$ cat src/rtl/core/url_percent_encoder_macros.svh
// Assertion macros shared by the percent-encoder RTL.
`ifndef URL_PERCENT_ENCODER_MACROS_SVH
`define URL_PERCENT_ENCODER_MACROS_SVH

`ifndef SYNTH
// Same-cycle implication, checked on every rising edge outside reset.
`define UPE_ASSERT_IMP(label, clk, rstn, ante, cons) \
    label: assert property (@(posedge clk) disable iff (!rstn) (ante) |-> (cons)) \
        else $error("upe: implication check failed");
// Next-cycle implication, checked on every rising edge outside reset.
`define UPE_ASSERT_NXT(label, clk, rstn, ante, cons) \
    label: assert property (@(posedge clk) disable iff (!rstn) (ante) |=> (cons)) \
        else $error("upe: next-cycle check failed");
`else
`define UPE_ASSERT_IMP(label, clk, rstn, ante, cons)
`define UPE_ASSERT_NXT(label, clk, rstn, ante, cons)
`endif

`endif

$ cat src/rtl/core/upe_pkg.sv
// Shared types, constants and character helpers of the percent encoder.
package upe_pkg;

    // Field widths and queue depth.
    localparam int LIMIT_W        = 16;
    localparam int LEN_W          = 16;
    localparam int COUNT_BITS_DEF = 16;
    localparam int QDEPTH         = 4;

    // Character codes.
    localparam logic [7:0] CH_PCT   = 8'h25;
    localparam logic [7:0] CH_DASH  = 8'h2D;
    localparam logic [7:0] CH_DOT   = 8'h2E;
    localparam logic [7:0] CH_SLASH = 8'h2F;
    localparam logic [7:0] CH_USCR  = 8'h5F;
    localparam logic [7:0] CH_TILDE = 8'h7E;
    localparam logic [3:0] NIB_MASK = 4'hF;

    // Lookahead state of the front end.
    typedef enum logic [1:0] {
        LK_NONE,
        LK_PCT,
        LK_HEX
    } t_look;

    // One output group: a byte sent as is, or expanded to three bytes.
    typedef struct packed {
        logic [7:0] data;
        logic       wide;
    } t_tok;

    // Work for one accepted input: one to three groups.
    typedef struct packed {
        logic [1:0]     ntok;
        t_tok [2:0]     tok;
        logic           last;
    } t_entry;

    function automatic logic is_hex(input logic [7:0] c);
        return (c >= "0" && c <= "9") || (c >= "A" && c <= "F") ||
               (c >= "a" && c <= "f");
    endfunction

    function automatic logic passes(input logic [7:0] c, input logic keep_slash);
        return (c >= "a" && c <= "z") || (c >= "A" && c <= "Z") ||
               (c >= "0" && c <= "9") || c == CH_DASH || c == CH_DOT ||
               c == CH_USCR || c == CH_TILDE || (c == CH_SLASH && keep_slash);
    endfunction

    function automatic logic [7:0] hex_char(input logic [3:0] n);
        return (n < 4'd10) ? (8'h30 + {4'h0, n}) : (8'h37 + {4'h0, n});
    endfunction

endpackage

$ cat src/rtl/core/url_percent_encoder.sv
// Top level of the streaming URL percent encoder with its register port.
//
// Channel   Dir  Transaction                 Fields (low bit first)
// s_axis    in   one raw byte                tdata: in_byte; tlast: in_last
// m_axis    out  one encoded byte            tdata: out_byte, total_length;
//                                            tuser: run_last, overflow; tlast: string_last
// apb       in   register write or read      0x0 keep_slash, 0x4 output_limit
//
// The front end takes one input byte per cycle while its four-entry queue has room.
// The back end emits one output byte per cycle while work is queued and the receiver is
// ready, so an input byte yields zero to seven output bytes (zero while held as lookahead,
// three for an encoded byte); output bandwidth sets the sustained rate.
// Reset is synchronous and active low; no clearing pass follows it.
// A stalled output holds in the output register while the front end keeps filling the queue.
`include "url_percent_encoder_macros.svh"

module url_percent_encoder #(
    parameter int COUNT_BITS = upe_pkg::COUNT_BITS_DEF
) (
    input  logic        i_clk,
    input  logic        i_rst_n,
    // Input stream.
    input  logic        s_axis_tvalid,
    output logic        s_axis_tready,
    input  logic [7:0]  s_axis_tdata,   // [7:0] in_byte
    input  logic        s_axis_tlast,
    // Output stream.
    output logic        m_axis_tvalid,
    input  logic        m_axis_tready,
    output logic [23:0] m_axis_tdata,   // [7:0] out_byte, [23:8] total_length
    output logic [1:0]  m_axis_tuser,   // [0] run_last, [1] overflow
    output logic        m_axis_tlast,
    // Register port.
    input  logic        psel,
    input  logic        penable,
    input  logic        pwrite,
    input  logic [2:0]  paddr,
    input  logic [31:0] pwdata,
    output logic [31:0] prdata,
    output logic        pready
);

    logic                        r_keep_slash;
    logic [upe_pkg::LIMIT_W-1:0] r_out_limit;
    logic                        w_cfg_wr;
    logic                        w_push, w_q_full, w_q_valid, w_pop;
    upe_pkg::t_entry             w_entry, w_head;
    logic [7:0]                  w_out_byte;
    logic                        w_run_last, w_str_last, w_ovf;
    logic [upe_pkg::LEN_W-1:0]   w_total;

    // Configuration registers.
    assign pready   = 1'b1;
    assign w_cfg_wr = psel && penable && pwrite && pready;

    always_ff @(posedge i_clk) begin
        if (!i_rst_n) begin
            r_keep_slash <= 1'b1;
            r_out_limit  <= '0;
        end else if (w_cfg_wr) begin
            if (paddr[2]) begin
                r_out_limit <= pwdata[upe_pkg::LIMIT_W-1:0];
            end else begin
                r_keep_slash <= pwdata[0];
            end
        end
    end

    assign prdata = paddr[2] ? {{(32 - upe_pkg::LIMIT_W){1'b0}}, r_out_limit}
                             : {31'b0, r_keep_slash};

    // Front end.
    upe_front u_front (
        .i_clk        (i_clk),
        .i_rst_n      (i_rst_n),
        .i_valid      (s_axis_tvalid),
        .i_data       (s_axis_tdata),
        .i_last       (s_axis_tlast),
        .i_keep_slash (r_keep_slash),
        .i_q_full     (w_q_full),
        .o_ready      (s_axis_tready),
        .o_push       (w_push),
        .o_entry      (w_entry)
    );

    // Queue between the two halves.
    upe_queue u_queue (
        .i_clk   (i_clk),
        .i_rst_n (i_rst_n),
        .i_push  (w_push),
        .i_entry (w_entry),
        .i_pop   (w_pop),
        .o_full  (w_q_full),
        .o_valid (w_q_valid),
        .o_head  (w_head)
    );

    // Back end.
    upe_back #(
        .COUNT_BITS (COUNT_BITS)
    ) u_back (
        .i_clk         (i_clk),
        .i_rst_n       (i_rst_n),
        .i_q_valid     (w_q_valid),
        .i_head        (w_head),
        .i_limit       (r_out_limit),
        .i_out_ready   (m_axis_tready),
        .o_pop         (w_pop),
        .o_out_valid   (m_axis_tvalid),
        .o_out_byte    (w_out_byte),
        .o_run_last    (w_run_last),
        .o_string_last (w_str_last),
        .o_overflow    (w_ovf),
        .o_total       (w_total)
    );

    assign m_axis_tdata = {w_total, w_out_byte};
    assign m_axis_tuser = {w_ovf, w_run_last};
    assign m_axis_tlast = w_str_last;

    // The last byte of a string always produces work for the back end.
    `UPE_ASSERT_IMP(a_last_pushes, i_clk, i_rst_n, s_axis_tvalid && s_axis_tready && s_axis_tlast, w_push)
    // Pushed work is visible at the queue head on the next cycle.
    `UPE_ASSERT_NXT(a_push_visible, i_clk, i_rst_n, w_push, w_q_valid)
    // The end of a string is always also the end of a run.
    `UPE_ASSERT_IMP(a_str_run, i_clk, i_rst_n, m_axis_tvalid && m_axis_tlast, m_axis_tuser[0])
    // Suppressed output carries a zero byte.
    `UPE_ASSERT_IMP(a_ovf_zero, i_clk, i_rst_n, m_axis_tvalid && m_axis_tuser[1], m_axis_tdata[7:0] == 8'h00)

endmodule

$ cat src/rtl/core/upe_front.sv
// Front end: accepts input bytes, tracks the escape lookahead, builds group lists.
module upe_front (
    input  logic            i_clk,
    input  logic            i_rst_n,
    input  logic            i_valid,
    input  logic [7:0]      i_data,
    input  logic            i_last,
    input  logic            i_keep_slash,
    input  logic            i_q_full,
    output logic            o_ready,
    output logic            o_push,
    output upe_pkg::t_entry o_entry
);

    upe_pkg::t_look r_stage, n_stage;
    logic [7:0]     r_held, n_held;
    logic           w_acc;
    logic           w_hex;
    logic           w_holds;
    upe_pkg::t_tok  w_tok_c;

    assign o_ready = !i_q_full;
    assign w_acc   = i_valid && o_ready;
    assign w_hex   = upe_pkg::is_hex(i_data);
    // A fresh '%' that is not the last byte opens a new lookahead.
    assign w_holds = (i_data == upe_pkg::CH_PCT) && !i_last;
    assign w_tok_c = '{data: i_data, wide: !upe_pkg::passes(i_data, i_keep_slash)};

    // Next lookahead state.
    always_comb begin
        n_stage = r_stage;
        n_held  = r_held;
        if (w_acc) begin
            if (i_last) begin
                n_stage = upe_pkg::LK_NONE;
            end else begin
                unique case (r_stage)
                    upe_pkg::LK_NONE: begin
                        n_stage = w_holds ? upe_pkg::LK_PCT : upe_pkg::LK_NONE;
                    end
                    upe_pkg::LK_PCT: begin
                        if (w_hex) begin
                            n_stage = upe_pkg::LK_HEX;
                            n_held  = i_data;
                        end else begin
                            n_stage = w_holds ? upe_pkg::LK_PCT : upe_pkg::LK_NONE;
                        end
                    end
                    upe_pkg::LK_HEX: begin
                        n_stage = (!w_hex && w_holds) ? upe_pkg::LK_PCT
                                                      : upe_pkg::LK_NONE;
                    end
                    default: begin
                        n_stage = upe_pkg::LK_NONE;
                    end
                endcase
            end
        end
    end

    // Group list for the accepted byte.
    always_comb begin
        o_entry      = '0;
        o_entry.last = i_last;
        o_push       = 1'b0;
        unique case (r_stage)
            upe_pkg::LK_NONE: begin
                o_push         = w_acc && !w_holds;
                o_entry.ntok   = 2'd1;
                o_entry.tok[0] = w_tok_c;
            end
            upe_pkg::LK_PCT: begin
                o_push         = w_acc && !(w_hex && !i_last);
                o_entry.tok[0] = '{data: upe_pkg::CH_PCT, wide: 1'b1};
                o_entry.tok[1] = w_tok_c;
                o_entry.ntok   = w_holds ? 2'd1 : 2'd2;
            end
            upe_pkg::LK_HEX: begin
                o_push         = w_acc;
                o_entry.tok[1] = '{data: r_held, wide: 1'b0};
                if (w_hex) begin
                    // Existing escape passes through literally.
                    o_entry.tok[0] = '{data: upe_pkg::CH_PCT, wide: 1'b0};
                    o_entry.tok[2] = '{data: i_data, wide: 1'b0};
                    o_entry.ntok   = 2'd3;
                end else begin
                    o_entry.tok[0] = '{data: upe_pkg::CH_PCT, wide: 1'b1};
                    o_entry.tok[2] = w_tok_c;
                    o_entry.ntok   = w_holds ? 2'd2 : 2'd3;
                end
            end
            default: begin
                o_push = 1'b0;
            end
        endcase
    end

    // State registers.
    always_ff @(posedge i_clk) begin
        if (!i_rst_n) begin
            r_stage <= upe_pkg::LK_NONE;
        end else begin
            r_stage <= n_stage;
        end
        r_held <= n_held;
    end

endmodule

$ cat src/rtl/core/upe_queue.sv
// Short queue of group lists between the front end and the back end.
module upe_queue (
    input  logic            i_clk,
    input  logic            i_rst_n,
    input  logic            i_push,
    input  upe_pkg::t_entry i_entry,
    input  logic            i_pop,
    output logic            o_full,
    output logic            o_valid,
    output upe_pkg::t_entry o_head
);

    localparam int PW = $clog2(upe_pkg::QDEPTH);
    localparam int CW = $clog2(upe_pkg::QDEPTH + 1);

    upe_pkg::t_entry r_mem [upe_pkg::QDEPTH];
    logic [PW-1:0]   r_wr, r_rd;
    logic [CW-1:0]   r_cnt;
    logic            w_pop;

    assign o_full  = (r_cnt == CW'(upe_pkg::QDEPTH));
    assign o_valid = (r_cnt != '0);
    assign o_head  = r_mem[r_rd];
    assign w_pop   = i_pop && o_valid;

    // Entry storage.
    always_ff @(posedge i_clk) begin
        if (i_push) begin
            r_mem[r_wr] <= i_entry;
        end
    end

    // Pointers and fill count.
    always_ff @(posedge i_clk) begin
        if (!i_rst_n) begin
            r_wr  <= '0;
            r_rd  <= '0;
            r_cnt <= '0;
        end else begin
            if (i_push) begin
                r_wr <= (r_wr == PW'(upe_pkg::QDEPTH - 1)) ? '0 : r_wr + PW'(1);
            end
            if (w_pop) begin
                r_rd <= (r_rd == PW'(upe_pkg::QDEPTH - 1)) ? '0 : r_rd + PW'(1);
            end
            if (i_push && !w_pop) begin
                r_cnt <= r_cnt + CW'(1);
            end else if (!i_push && w_pop) begin
                r_cnt <= r_cnt - CW'(1);
            end
        end
    end

endmodule

$ cat src/rtl/core/upe_back.sv
// Back end: expands groups into output bytes, counts length, applies the limit.
module upe_back #(
    parameter int COUNT_BITS = upe_pkg::COUNT_BITS_DEF
) (
    input  logic                       i_clk,
    input  logic                       i_rst_n,
    input  logic                       i_q_valid,
    input  upe_pkg::t_entry            i_head,
    input  logic [upe_pkg::LIMIT_W-1:0] i_limit,
    input  logic                       i_out_ready,
    output logic                       o_pop,
    output logic                       o_out_valid,
    output logic [7:0]                 o_out_byte,
    output logic                       o_run_last,
    output logic                       o_string_last,
    output logic                       o_overflow,
    output logic [upe_pkg::LEN_W-1:0]  o_total
);

    localparam int SW = ((COUNT_BITS > upe_pkg::LIMIT_W) ? COUNT_BITS : upe_pkg::LIMIT_W) + 1;
    localparam int TW = (COUNT_BITS > upe_pkg::LEN_W) ? COUNT_BITS : upe_pkg::LEN_W;

    logic [1:0]            r_tok_idx, r_byte_idx;
    logic [COUNT_BITS-1:0] r_count;
    logic                  r_ovf;
    logic                  r_out_valid;
    logic [7:0]            r_out_byte;
    logic                  r_run_last, r_str_last, r_out_ovf;
    logic [upe_pkg::LEN_W-1:0] r_total;

    upe_pkg::t_tok         w_tok;
    logic                  w_adv;
    logic [1:0]            w_size;
    logic [SW-1:0]         w_sum;
    logic                  w_trip, w_ovf_now;
    logic [7:0]            w_byte;
    logic                  w_tok_end, w_entry_end;
    logic [COUNT_BITS-1:0] w_cnt_inc;
    logic [TW-1:0]         w_cnt_ext;

    assign w_tok  = i_head.tok[r_tok_idx];
    assign w_adv  = i_q_valid && (!r_out_valid || i_out_ready);
    assign o_pop  = w_adv && w_entry_end;
    assign w_size = w_tok.wide ? 2'd3 : 2'd1;

    // Limit check on the first byte of each group.
    assign w_sum     = SW'(r_count) + SW'(w_size);
    assign w_trip    = (r_byte_idx == 2'd0) && !r_ovf && (i_limit != '0) &&
                       (w_sum > SW'(i_limit));
    assign w_ovf_now = r_ovf || w_trip;

    // Byte selection within a group.
    always_comb begin
        if (!w_tok.wide) begin
            w_byte = w_tok.data;
        end else begin
            unique case (r_byte_idx)
                2'd0:    w_byte = upe_pkg::CH_PCT;
                2'd1:    w_byte = upe_pkg::hex_char(w_tok.data[7:4] & upe_pkg::NIB_MASK);
                default: w_byte = upe_pkg::hex_char(w_tok.data[3:0] & upe_pkg::NIB_MASK);
            endcase
        end
    end

    assign w_tok_end   = !w_tok.wide || (r_byte_idx == 2'd2);
    assign w_entry_end = w_tok_end && ((r_tok_idx + 2'd1) == i_head.ntok);

    // Saturating length count.
    assign w_cnt_inc = (r_count == '1) ? r_count : r_count + COUNT_BITS'(1);
    assign w_cnt_ext = TW'(w_cnt_inc);

    // Sequencing and string state.
    always_ff @(posedge i_clk) begin
        if (!i_rst_n) begin
            r_tok_idx   <= '0;
            r_byte_idx  <= '0;
            r_count     <= '0;
            r_ovf       <= 1'b0;
            r_out_valid <= 1'b0;
        end else begin
            if (w_adv) begin
                r_out_valid <= 1'b1;
                if (w_entry_end) begin
                    r_tok_idx  <= '0;
                    r_byte_idx <= '0;
                    r_count    <= i_head.last ? '0 : w_cnt_inc;
                    r_ovf      <= i_head.last ? 1'b0 : w_ovf_now;
                end else begin
                    r_count <= w_cnt_inc;
                    r_ovf   <= w_ovf_now;
                    if (w_tok_end) begin
                        r_tok_idx  <= r_tok_idx + 2'd1;
                        r_byte_idx <= '0;
                    end else begin
                        r_byte_idx <= r_byte_idx + 2'd1;
                    end
                end
            end else if (i_out_ready) begin
                r_out_valid <= 1'b0;
            end
        end
    end

    // Output register payload.
    always_ff @(posedge i_clk) begin
        if (w_adv) begin
            r_out_byte <= w_ovf_now ? 8'h00 : w_byte;
            r_run_last <= w_entry_end;
            r_str_last <= w_entry_end && i_head.last;
            r_out_ovf  <= w_ovf_now;
            r_total    <= w_cnt_ext[upe_pkg::LEN_W-1:0];
        end
    end

    assign o_out_valid   = r_out_valid;
    assign o_out_byte    = r_out_byte;
    assign o_run_last    = r_run_last;
    assign o_string_last = r_str_last;
    assign o_overflow    = r_out_ovf;
    assign o_total       = r_total;

endmodule

$ cat config.mk
export PLATFORM = sky130hd
export DESIGN_NAME = url_percent_encoder
export DESIGN_NICKNAME = d
export VERILOG_FILES = /design/src/rtl/core/upe_pkg.sv /design/src/rtl/core/url_percent_encoder.sv /design/src/rtl/core/upe_front.sv /design/src/rtl/core/upe_queue.sv /design/src/rtl/core/upe_back.sv
export VERILOG_INCLUDE_DIRS = /design/src /design/src/rtl/core
export SDC_FILE = /design/constraint.sdc
export NUM_CORES = 1
export LEC_CHECK = 0
export BUFFER_PORTS_ARGS = -buffer_cell sky130_fd_sc_hd__buf_2
export CORE_MARGIN = 1.5
export CORE_UTILIZATION = 55
export CTS_CLUSTER_SIZE = 20
export DETAILED_ROUTE_END_ITERATION = 8
export GPL_ROUTABILITY_DRIVEN = 1
export PLACE_DENSITY = 0.76
export SYNTH_ARGS = -nofsm -noshare
export SYNTH_HDL_FRONTEND = slang
export SYNTH_SLANG_ARGS = --single-unit
$ cat constraint.sdc
create_clock -name i_clk -period 10.7 [get_ports i_clk]
set_input_delay 0.535 -clock i_clk [delete_from_list [all_inputs] [get_ports i_clk]]
set_output_delay 0.535 -clock i_clk [all_outputs]
set_load 0.03 [all_outputs]
Yosys cells after proc, flatten, opt, wreduce, memory -nomap -nowiden. Memory sizes are Yosys's and may differ from the RTL's. A register that Yosys moved wholly into a read port is not among the register bits. Index checks and enable logic that the tools add are counted.

Add/subtract/negate cells: 12. Eq/ne operators: 15. Div/mod/pow operators: 0. Bitwise operators: 2. Reductions and logical operators: 58. Multipliers: 0. Shift-type cells: 0. Muxes and demuxes: 41. $lt $le $gt $ge: 12.

Operators by type and width (count): 16-bit two-way mux (4); 8-bit by 6-bit equality test with 1-bit output, second input constant (4); 8-bit by 7-bit less-or-equal comparator with 1-bit output, second input constant (4); 6-bit by 4-bit adder with 7-bit output, first input constant (4); 9-bit one-hot mux with 3 select lines (1); 1-bit logical AND (24); 2-bit two-way mux (12); 8-bit two-way mux (3); 9-bit binary-select mux with 2-bit select (1); 9-bit two-way mux (2); 9-bit one-hot mux with 2 select lines (1); 16-bit by 2-bit adder with 17-bit output (1); 17-bit by 16-bit > comparator with 1-bit output (1); 16-bit by 1-bit adder with 16-bit output, second input constant (1); 16-bit equality test, second input constant (1); 8-bit by 7-bit equality test with 1-bit output, second input constant (2); 8-bit by 7-bit greater-or-equal comparator with 1-bit output, second input constant (2); 8-bit one-hot mux with 2 select lines (1); 16-bit nonzero test (1); 1-bit logical OR (12); 2-bit one-hot mux with 3 select lines (2); 1-bit zero test (11); 11-bit two-way mux (1); 1-bit two-way mux (10); 19 further kinds (34).

Memories kept: 1. Register bits: 83. Word-level logic and storage cells: 158. ROM bits: 0. Bits of input ports: 51. Bits in writable memories: 120. Bits in latches: 0.

Memories: u_queue.r_mem (words 4, width 30, rd ports 1, clocked after Yosys merged registers in 1, write ports 1, line upe_queue.sv:16) `upe_pkg::t_entry r_mem [upe_pkg::QDEPTH];`.

Logic depth before layout (Yosys ltp). Gate-level depths: netlist of run 1.

Depth after elaboration: 12. Gate-level depth with buffers: 19. Gate-level depth less buffers: 18.

Cells and area by module. A second synthesis of run 1 with hierarchy kept.

Cells, all modules: 851. Area, all modules: 10367.4 µm².

Modules (own cells, without submodules): upe_queue (cells an instance 202, area an instance 4792.1 µm², times used 1); upe_back (cells an instance 408, area an instance 3558.4 µm², times used 1); upe_front (cells an instance 127, area an instance 1043.5 µm², times used 1); url_percent_encoder (cells an instance 114, area an instance 973.4 µm², times used 1).

Least setup slack after synthesis of run 1. Ideal clock, no wire load.

Kind: flip-flop to flip-flop. Start: register with a tool-made name. End: register u_back.r_out_byte[0], in the netlist u_back.o_out_byte[0], data pin. Setup slack: 6.423 ns. Stages on the path, launching flop included: 18. Arrival time: 3.984 ns. Buffers on the path: 1. Cells stage by stage: dfxtp_1 buf_6 mux4_2 and2_1 a221oi_4 inv_2 fa_1 nand3_1 or2_2 inv_1 and3_1 xor2_1 ha_1 nand4_1 a211oi_1 nor2_1 o31ai_1 nor4_1.

RTL lines: to (signal assigned) (line upe_back.sv:107) `r_out_byte <= w_ovf_now ? 8'h00 : w_byte;`; to (decl) (line upe_back.sv:27) `logic [7:0] r_out_byte;`.

==> out/metrics.yaml, run 1 <==
status:
  outcome: "completed"
die:
  initial_core_util_pct: 56.2
  rows: 49
  core_mm2: 0.0180
  dieArea_mm2: 0.0192
  die_h_um: 138
  fp.dieW_um: 138
  io_pins: 113
placement:
  dp.cells: 1092
  place_ws_ps: 5480
  place_hpwl_mm: 13.3
  dpl-instance-area_mm2: 0.0105
  port_buffers: 77
  place_congestion: 0.853
timing:
  hold_viol_final: 0
  rsz0062_at_grt: "false"
  clock_skew_ps: 8.23
  drv_slew: 0
  worst_slack_ps: 5490
  fmax_mhz: 192
  finalSetupViolations: 0
  tns_ps: 0
  maxSlewHeadroom_pct: 44.0
  tightest_slew_ps: 838
  timing.final.crit_share_pct: 48.7
  finalCriticalPeriod_ps: 5210
clocking:
  post_cts.repair.setup_buffers: 0
  h-tree-depth: 1
  holdBufCountCts: 0
  clock_sinks: 205
  path_clk_slew_ps: 60
  clk_latency_ps: 490
  clockBufferDepth: 3
  cts_tree: "done"
  cts_resized: 0
  root_buffer: "clkbuf_16"
  numCtsBuffers: 21
route:
  route.detailed.drc: 0
  drtAntennaViolNets: 0
  drt_iter0_drc: 530
  via_per_inst: 5.82
  drtPass1Iterations: 5
  routed_wl_mm: 20.0
  via_count: 6568
  wl_per_cell_um: 17.7
worst_setup_path:
  cp-start-kind: "register"
  worstSetupEndpointType: "register"
  cp_max_fo: 33
  cp.required_ps: 10980
  critPathKind: "reg2reg"
  critPathArrivalTime_ps: 5500
grt:
  grt_pass1_wl_mm: 32.3
  grt_use_total_pct: 20.6
  grt_max_degree: 49
  antenna_found_initial: 0
  grt_pass1_vias: 6311
  gr-total-overflow: 0
yosys:
  netlist_instances: 832
  syn_area_mm2: 0.0101
  yosys.cell_types.count: 70
  ys_seq_elements: 205
  ys_seq_area_share_pct: 56.0
  synthFlopType: "edfxtp_1"
  async_flop_share_pct: 0
  synth-edff-count: 155
  yosys_warnings: 0
  syn_area_per_cell_um2: 12.1
finish:
  num-nets-final: 972
  final_cell_count_no_fill: 1129
  layout_common_cells: "edfxtp_1 (155), buf_2 (77), nand2_1 (72), dfxtp_1 (49), nor2_1 (48)"
  drive_gt1_share_pct: 18.4
  fin_area_mm2: 0.0112
  syn_to_final_growth_pct: 10.6
  layout_commonest_cell: "edfxtp_1"
  diodes: 0
pwr:
  ir_drop_v: 0.000200
  power_density_mw_per_mm2: 229
  power_leakage_nw: 4.00
  p_total_mw: 2.56
min_path:
  hold_path_class: "in2reg"
job:
  drv_cap: 0
[kinds of logic after synthesis]
group           synth area share (%)
compound gates                  10.1
xor+xnor                        2.78
fa+ha+maj                       4.49
buf+inv                         4.94
flops                           56.0
mux                             7.73
other cells                   0.0744
simple gates                    13.9
[critical path, cell delays in order, from the launching register on]
cell and delay, ps:
dfxtp_2 310, buf_4 480, mux4_2 580, and2_1 180
a221oi_4 570, inv_2 200, fa_1 450, nand3_1 170
or2_2 180, inv_1 60, and3_1 190, xor2_1 150
ha_1 310, nand4_1 160, o41ai_1 400, o31ai_1 100
buf_4 180, nor4_1 340
[path summary, 6_finish.rpt]
path	start	endpoint	slack, ps	cells after the start
min reg2reg	u_back.o_out_valid	u_back.o_out_valid	480	2
max	register	u_back.o_out_byte[0]	5490	17
min	pwdata[0]	r_keep_slash	290	3
max reg2reg	register	u_back.o_out_byte[0]	5490	17
[power breakdown]
part / switching [mW] / total (mW) / internal [mW]
Combinational: 0.518 / 0.804 / 0.286
Clock: 0.290 / 0.706 / 0.416
Sequential: 0.0452 / 1.05 / 1.00
[flip-flops by register name, summed over array words and instances (netlist names), 3 cells and up, named ones only]
name	flops
u_back.o_total	16
u_back.o_out_byte	8
u_back.r_count	16
r_out_limit	16
u_front.r_held	8
u_queue.r_cnt	3
u_queue.r_mem	120
[cell type report]
| type | instances | area, µm² |
|---|---|---|
| Timing Repair Buffer | 82 | 423 |
| Tap cell | 229 | 287 |
| Multi-Input combinational cell | 541 | 4000 |
| Sequential cell | 205 | 5660 |
| Inverter | 35 | 131 |
| Fill cell | 1420 | 6800 |
| Clock inverter | 5 | 60.1 |
| Clock buffer | 32 | 607 |
[routing by layer]
metal  wire (µm)  GRT usage (%)  share of wire, %
met1        9150           29.0                46
met2        9540           34.2                48
met3        1020           3.15               5.1
met4         313           4.88               1.6
met5           0              0                 0
[synth_stat cells (7+ instances only)]
library cell  count  area, µm²
a21boi_0         22        165
a21boi_1          8       60.1
a21oi_1          28        140
a22oi_1          12       90.1
and2_1           22        138
and3_1            9       56.3
buf_2             8       40.0
buf_4            21        158
clkbuf_1         32        120
dfxtp_1          50       1000
edfxtp_1        155       4650
ha_1             33        413
inv_1            33        124
mux2_2            7       78.8
mux2i_1           8       80.1
mux4_2           27        608
nand2_1          72        270
nand2b_1          8       50.1
nand3_1          13       65.1
nand4_1          12       75.1
nor2_1           48        180
nor2b_1          31        194
nor3_1           14       70.1
nor4_1            9       56.3
o21ai_0          19       95.1
xnor2_1          14        123
xor2_1           18        158
[stage by stage]
stage / hold WS [ps] / util (%)
floorplan: 456 / -
global placement: 465 / 58.5
detailed placement: 477 / 58.5
CTS: 280 / 62.2
global route: 291 / 62.2
finish: 286 / 62.2
No activity file was read; power rests on OpenSTA's default activity.
==> run 2: changes to the inputs <==
--- a/config.mk
+++ b/config.mk
@@ -6,13 +6,14 @@
 export SDC_FILE = /design/constraint.sdc
 export NUM_CORES = 1
 export LEC_CHECK = 0
+export ABC_AREA = 1
 export BUFFER_PORTS_ARGS = -buffer_cell sky130_fd_sc_hd__buf_2
 export CORE_MARGIN = 1.5
 export CORE_UTILIZATION = 55
 export CTS_CLUSTER_SIZE = 20
 export DETAILED_ROUTE_END_ITERATION = 8
 export GPL_ROUTABILITY_DRIVEN = 1
-export PLACE_DENSITY = 0.76
+export PLACE_DENSITY = 0.75
 export SYNTH_ARGS = -nofsm -noshare
 export SYNTH_HDL_FRONTEND = slang
 export SYNTH_SLANG_ARGS = --single-unit
==> constraint.sdc (replaced) <==
create_clock -name i_clk -period 5.36 [get_ports i_clk]
set_input_delay 0.268 -clock i_clk [delete_from_list [all_inputs] [get_ports i_clk]]
set_output_delay 0.268 -clock i_clk [all_outputs]
set_load 0.03 [all_outputs]
==> run 2 against run 1 <==
  * Via count rose by 23%
  * Area after synthesis up 5.0%
  * Routed wire length rose by 18%
  * First-iteration DRC count rose by 37%
  * Final cell count up 37%
  * Critical endpoint is now u_back.o_out_byte[1]
  * Count of clock-buffer cells in the layout shrank 5
  * Core utilization is 0.47 points higher
  * Worst setup slack worse by 4200 ps
  * Synthesized cell count grew 45%
  * Die area is 4.9% higher
  * Sequential share of layout area is 2.7 points lower
  * Global-route usage is 3.4 points higher
==> out/metrics.yaml, run 2 <==
yosys:
  synth.most_common_cell: "nand2_1"
  synth-edff-count: 155
  ys_seq_area_share_pct: 53.3
  async_flop_share_pct: 0
  synthFlopType: "edfxtp_1"
  synthTopCellsByArea: "edfxtp_1 (44%), nand2_1 (10%), dfxtp_1 (9.4%)"
  syn_area_per_cell_um2: 8.81
  netlist.area_leader.share_pct: 43.9
  netlist_instances: 1203
  syn_area_mm2: 0.0106
  synthTopCellsByCount: "nand2_1 (284), inv_1 (175), edfxtp_1 (155)"
  yosys.cell_types.count: 48
  yosys.area.top_type: "edfxtp_1"
  ys_seq_elements: 205
  yosys_warnings: 0
timing:
  maxSlewHeadroom_pct: 16.7
  rsz0062_at_grt: "false"
  finalCriticalPeriod_ps: 4120
  drv_slew: 0
  clock_skew_ps: 19.3
  fmax_mhz: 243
  tns_ps: 0
  finalSetupViolations: 0
  hold_viol_final: 0
  tightest_slew_ps: 1250
  timing.final.crit_share_pct: 76.8
min_path:
  hold_path_class: "in2reg"
  min_to: "u_front.r_held[5]"
  hp-start: "s_axis_tdata[5]"
  whs_path_depth: 1
route:
  drt_iter0_drc: 724
  drtPass1Iterations: 5
  drtAntennaViolNets: 0
  wl_per_cell_um: 15.4
  routed_wl_mm: 23.7
  route.detailed.drc: 0
  via_count: 8080
  via_per_inst: 5.23
clocking:
  clock_sinks: 205
  path_clk_slew_ps: 60
  post_cts.repair.setup_buffers: 0
  root_buffer: "clkbuf_16"
  cts_tree: "done"
  numCtsBuffers: 22
  clockBufferDepth: 3
  clk_latency_ps: 520
  h-tree-depth: 1
grt:
  grtUsageMet2_pct: 40.2
  grt_util_met1_pct: 33.1
  grt_use_total_pct: 24.1
  gr-total-overflow: 0
  grt_pass1_vias: 7804
  grt_pass1_wl_mm: 38.1
  grt_max_degree: 59
  grt-busiest-layer: "met2"
  grtUsageMet3_pct: 2.87
  antenna_found_initial: 0
pwr:
  ir_drop_v: 0.000501
  netSwitchingFraction_pct: 37.8
  power_density_mw_per_mm2: 473
  pwr-share-seq_pct: 37.5
  p_sw_mw: 2.11
  p_total_mw: 5.58
  p_comb_share_pct: 34.7
  internal_power_mw: 3.47
  pwr-share-clk_pct: 27.8
  power_leakage_nw: 5.28
finish:
  regMostFlops: "u_queue.r_mem"
  fillers: 1544
  largest_register_ffs: 120
  layout_commonest_cell: "nand2_1"
  diodes: 0
  layout_common_cells: "nand2_1 (284), inv_1 (175), edfxtp_1 (155), nor2_1 (111), buf_2 (77)"
  syn_to_final_growth_pct: 11.2
  num-nets-final: 1355
  drive_gt1_share_pct: 13.3
  fin_area_mm2: 0.0118
die:
  dieArea_mm2: 0.0201
  initial_core_util_pct: 56.3
  die_h_um: 142
  core_mm2: 0.0188
  rows: 50
  fp.dieW_um: 142
  io_pins: 113
worst_setup_path:
  worstSetupEndpointType: "register"
  r2r-end: "u_back.o_out_byte[1]"
  rrSetupSlack_ps: 1240
  critPathArrivalTime_ps: 4370
  cp_max_fo: 37
  reg2reg_depth: 27
  critPathKind: "reg2reg"
  cp.required_ps: 5610
  cp-start-kind: "register"
job:
  drv_cap: 0
placement:
  place_hpwl_mm: 15.5
  place_congestion: 0.950
  port_buffers: 77
  dpl-instance-area_mm2: 0.0110
status:
  outcome: "completed"
run 2: critical path, stage by stage (launching register included):
cell	delay, ps
dfxtp_2	360
buf_4	370
nor2_1	90
nor2_1	90
o21ai_0	90
o21ai_1	130
nand2_1	110
nand3_4	190
ha_1	190
a21oi_1	60
nor3_1	340
inv_1	110
nor2_1	170
inv_1	70
nor2_1	120
nor2_1	70
ha_1	300
nand2_1	90
nor3_1	160
nand2_1	80
nand2_1	60
nand2_1	50
nand2_1	60
nand2_1	50
nand2_1	50
nand3_1	140
nand2_2	190
a21oi_1	80
run 2: kinds of logic after synthesis:
family                   synth area share [%]
flip-flops                               53.3
buffers and inverters                    10.5
multiplexers                            0.106
AND/OR/NAND/NOR                          21.5
AO/OA/AOI/OAI                            7.76
XOR/XNOR                                 2.44
adder cells (fa/ha/maj)                  4.27
other                                  0.0708
run 2: worst max path at each step:
stage	startpoint	to	cells after the start
after floorplan	register	u_back.o_out_byte[5]	27
after global placement	register	u_back.o_out_byte[5]	27
after detailed placement	register	u_back.o_out_byte[1]	22
after CTS	register	u_back.o_out_byte[1]	26
after global routing	register	u_back.o_out_byte[1]	27
final	register	u_back.o_out_byte[1]	27
run 2: repair_timing:
action / in CTS / in global routing
gates resized for setup: 0 / 0
hold endpoints to repair: 2 / 0
hold buffers: 1 / 0
endpoints found under the setup margin: 0 / 0
run 2: power by group through the flow:
stage                     registers (mW)  clock network, mW  logic [mW]
after global placement              2.12                  0        1.88
after global routing                2.11               1.64        2.16
after detailed placement            2.12                  0        1.92
final                               2.09               1.55        1.94
after floorplan                     2.31                  0        1.33
after CTS                           2.09               1.57        1.94
run 2: routing by layer:
| layer | wire length [µm] | share of wire (%) |
|---|---|---|
| met5 | 0 | 0 |
| met4 | 422 | 1.8 |
| met3 | 1670 | 7.0 |
| met2 | 11100 | 47 |
| met1 | 10500 | 44 |
run 2: cell type report:
type | instances | area (µm²) | share of cell area, %
Clock buffer | 27 | 612 | 5.19
Clock inverter | 12 | 136 | 1.16
Inverter | 183 | 694 | 5.89
Multi-Input combinational cell | 771 | 3910 | 33.2
Sequential cell | 205 | 5660 | 48.0
Tap cell | 260 | 325 | 2.76
Timing Repair Buffer | 86 | 455 | 3.86
run 2: stage by stage:
step / hold slack [ps] / utilization, % / cells / worst slack, ps
3_5_place_dp: 486 / 58.6 / 1504 / 1320
3_3_place_gp: 476 / 58.6 / 1504 / 1380
4_1_cts: 29.9 / 62.6 / 1544 / 1250
2_1_floorplan: 367 / - / 1218 / 1960
6_report: 37.1 / 62.6 / 1544 / 1240
5_1_grt: 55.1 / 62.6 / 1544 / 837
==> run 3: changes to the inputs <==
==> constraint.sdc (replaced) <==
create_clock -name i_clk -period 4.3 [get_ports i_clk]
set_input_delay 0.215 -clock i_clk [delete_from_list [all_inputs] [get_ports i_clk]]
set_output_delay 0.215 -clock i_clk [all_outputs]
set_load 0.03 [all_outputs]
==> run 3 against run 2 <==
  * Flip-flop and latch count is the same
  * Count of clock-buffer cells in the layout decreased by 3
  * Maximum frequency increased by 6.5%
  * Total power is 28% higher
  * Final area grew 1.6%
  * Global-route usage is essentially flat
  * Critical path type unchanged
  * Critical endpoint is now u_back.o_out_byte[5]
  * Highest routed layer unchanged
==> out/metrics.yaml, run 3 (synthesis results as in run 2) <==
grt:
  gr-total-overflow: 0
  grt_max_degree: 41
  antenna_found_initial: 0
  grt_pass1_vias: 7853
  grt_use_total_pct: 24.1
  grt_pass1_wl_mm: 38.5
timing:
  fmax_mhz: 259
  finalSetupViolations: 0
  finalCriticalPeriod_ps: 3870
  timing.final.crit_share_pct: 89.9
  drv_slew: 0
  tightest_slew_ps: 816
  clock_skew_ps: 11.1
  hold_viol_final: 0
  maxSlewHeadroom_pct: 45.5
clocking:
  clk_latency_ps: 510
  h-tree-depth: 1
  numCtsBuffers: 22
  cts_tree: "done"
  clock_sinks: 205
  root_buffer: "clkbuf_16"
  clockBufferDepth: 3
  path_clk_slew_ps: 60
placement:
  dpl-instance-area_mm2: 0.0111
  place_hpwl_mm: 16.0
  place_congestion: 0.942
  port_buffers: 77
  dp.cells: 1510
route:
  route.detailed.drc: 0
  wl_met1_mm: 10.5
  via_per_inst: 5.28
  wl_per_cell_um: 15.3
  routed_wl_mm: 23.8
  wl_met2_mm: 11.3
  via_count: 8239
  top_layer_used: "met4"
  met3_wirelength_mm: 1.48
  drt_iter0_drc: 737
  drtPass1Iterations: 5
  drtAntennaViolNets: 0
finish:
  fin_area_mm2: 0.0120
  final_cell_count_no_fill: 1560
  layout_common_cells: "nand2_1 (284), inv_1 (175), edfxtp_1 (155), nor2_1 (110), buf_2 (77)"
  drive_gt1_share_pct: 14.2
  multi_input_area_mm2: 0.00393
  regMostFlops: "u_queue.r_mem"
  layout_commonest_cell: "nand2_1"
  syn_to_final_growth_pct: 13.0
  num-nets-final: 1370
  diodes: 0
  largest_register_ffs: 120
  regArea_mm2: 0.00566
  fillers: 1505
worst_setup_path:
  endpoint: "u_back.o_out_byte[5]"
  cp_max_fo: 20
  critPathKind: "reg2reg"
  r2r-end: "u_back.o_out_byte[5]"
  cp-start-kind: "register"
  cp.required_ps: 4550
  reg2reg_depth: 25
  critPathArrivalTime_ps: 4120
  rrSetupSlack_ps: 430
  worstSetupEndpointType: "register"
min_path:
  hold_path_class: "in2reg"
job:
  drv_cap: 0
pwr:
  p_sw_mw: 2.63
  ir_drop_v: 0.000428
  pwr-share-seq_pct: 36.8
  p_comb_share_pct: 34.4
  internal_power_mw: 4.49
  pwr-share-clk_pct: 28.7
  power_density_mw_per_mm2: 594
  power_leakage_nw: 5.38
  netSwitchingFraction_pct: 37.0
die:
  fp.dieW_um: 142
  rows: 50
  io_pins: 113
  core_mm2: 0.0188
  dieArea_mm2: 0.0201
  initial_core_util_pct: 56.3
  die_h_um: 142
status:
  outcome: "completed"
[run 3: layout make-up]
class	count	area share (%)
flip-flops and latches	205	47.2
clock inverters	16	1.77
multi-input cells	771	32.8
repair buffers	101	4.91
clock buffers	24	4.83
inverters	183	5.81
well taps	260	2.71
[run 3: per-stage QoR]
step	TNS, ps	hold WS, ps	utilization [%]	power (mW)	setup WS [ps]
floorplan	0	314	-	4.53	901
global placement	0	455	58.8	4.99	466
detailed placement	0	467	58.8	5.06	348
CTS	0	5.42	63.5	7.13	309
global route	-23.1	13.2	63.7	7.54	-10.6
finish	0	18.2	63.7	7.12	435
[run 3: critical path: stages, from the launching register on]
cell	delay, ps
dfxtp_1	520
inv_6	140
o21ai_1	110
o21ai_1	80
nand2_1	110
nand3_4	170
ha_1	320
a21oi_1	80
nor3_2	280
inv_1	100
nor2_2	140
inv_1	70
nor2_1	140
nor2_1	70
ha_1	300
nand2_1	70
nor3_1	150
nand2_1	80
nand2_1	60
nand2_1	60
nand2_1	60
nand2_1	40
nand2_1	50
nand3_1	150
nand2_4	160
nor2_1	70
[run 3: what timing repair did]
item,4_1_cts,5_1_grt
buffers inserted,0,1
endpoints found under the hold margin,13,0
hold buffers,9,0
gates resized for setup,0,5
setup endpoints to repair,0,10
[run 3: how the worst min path moves through the flow]
stage,slack (ps),from,cells past startpoint,end
2_1_floorplan,310,s_axis_tdata[0],0,u_front.r_held[0]
3_3_place_gp,450,pwdata[0],3,r_keep_slash
3_5_place_dp,470,pwdata[0],3,r_keep_slash
4_1_cts,5,s_axis_tdata[5],1,u_front.r_held[5]
5_1_grt,10,pwdata[3],3,r_out_limit[3]
6_report,20,pwdata[3],3,r_out_limit[3]
[run 3: routing by layer]
layer  up-vias  track usage (%)
met5         -                0
met1      3861             33.3
li1       4022                -
met3        43             3.14
met4         0             6.89
met2       313             40.1
[run 3: power groups by stage]
stage          clock, mW  combinational, mW  sequential, mW
5_1_grt             2.15               2.74            2.65
2_1_floorplan          0               1.66            2.87
6_report            2.05               2.45            2.62
3_3_place_gp           0               2.34            2.65
4_1_cts             2.07               2.44            2.62
3_5_place_dp           0               2.40            2.66
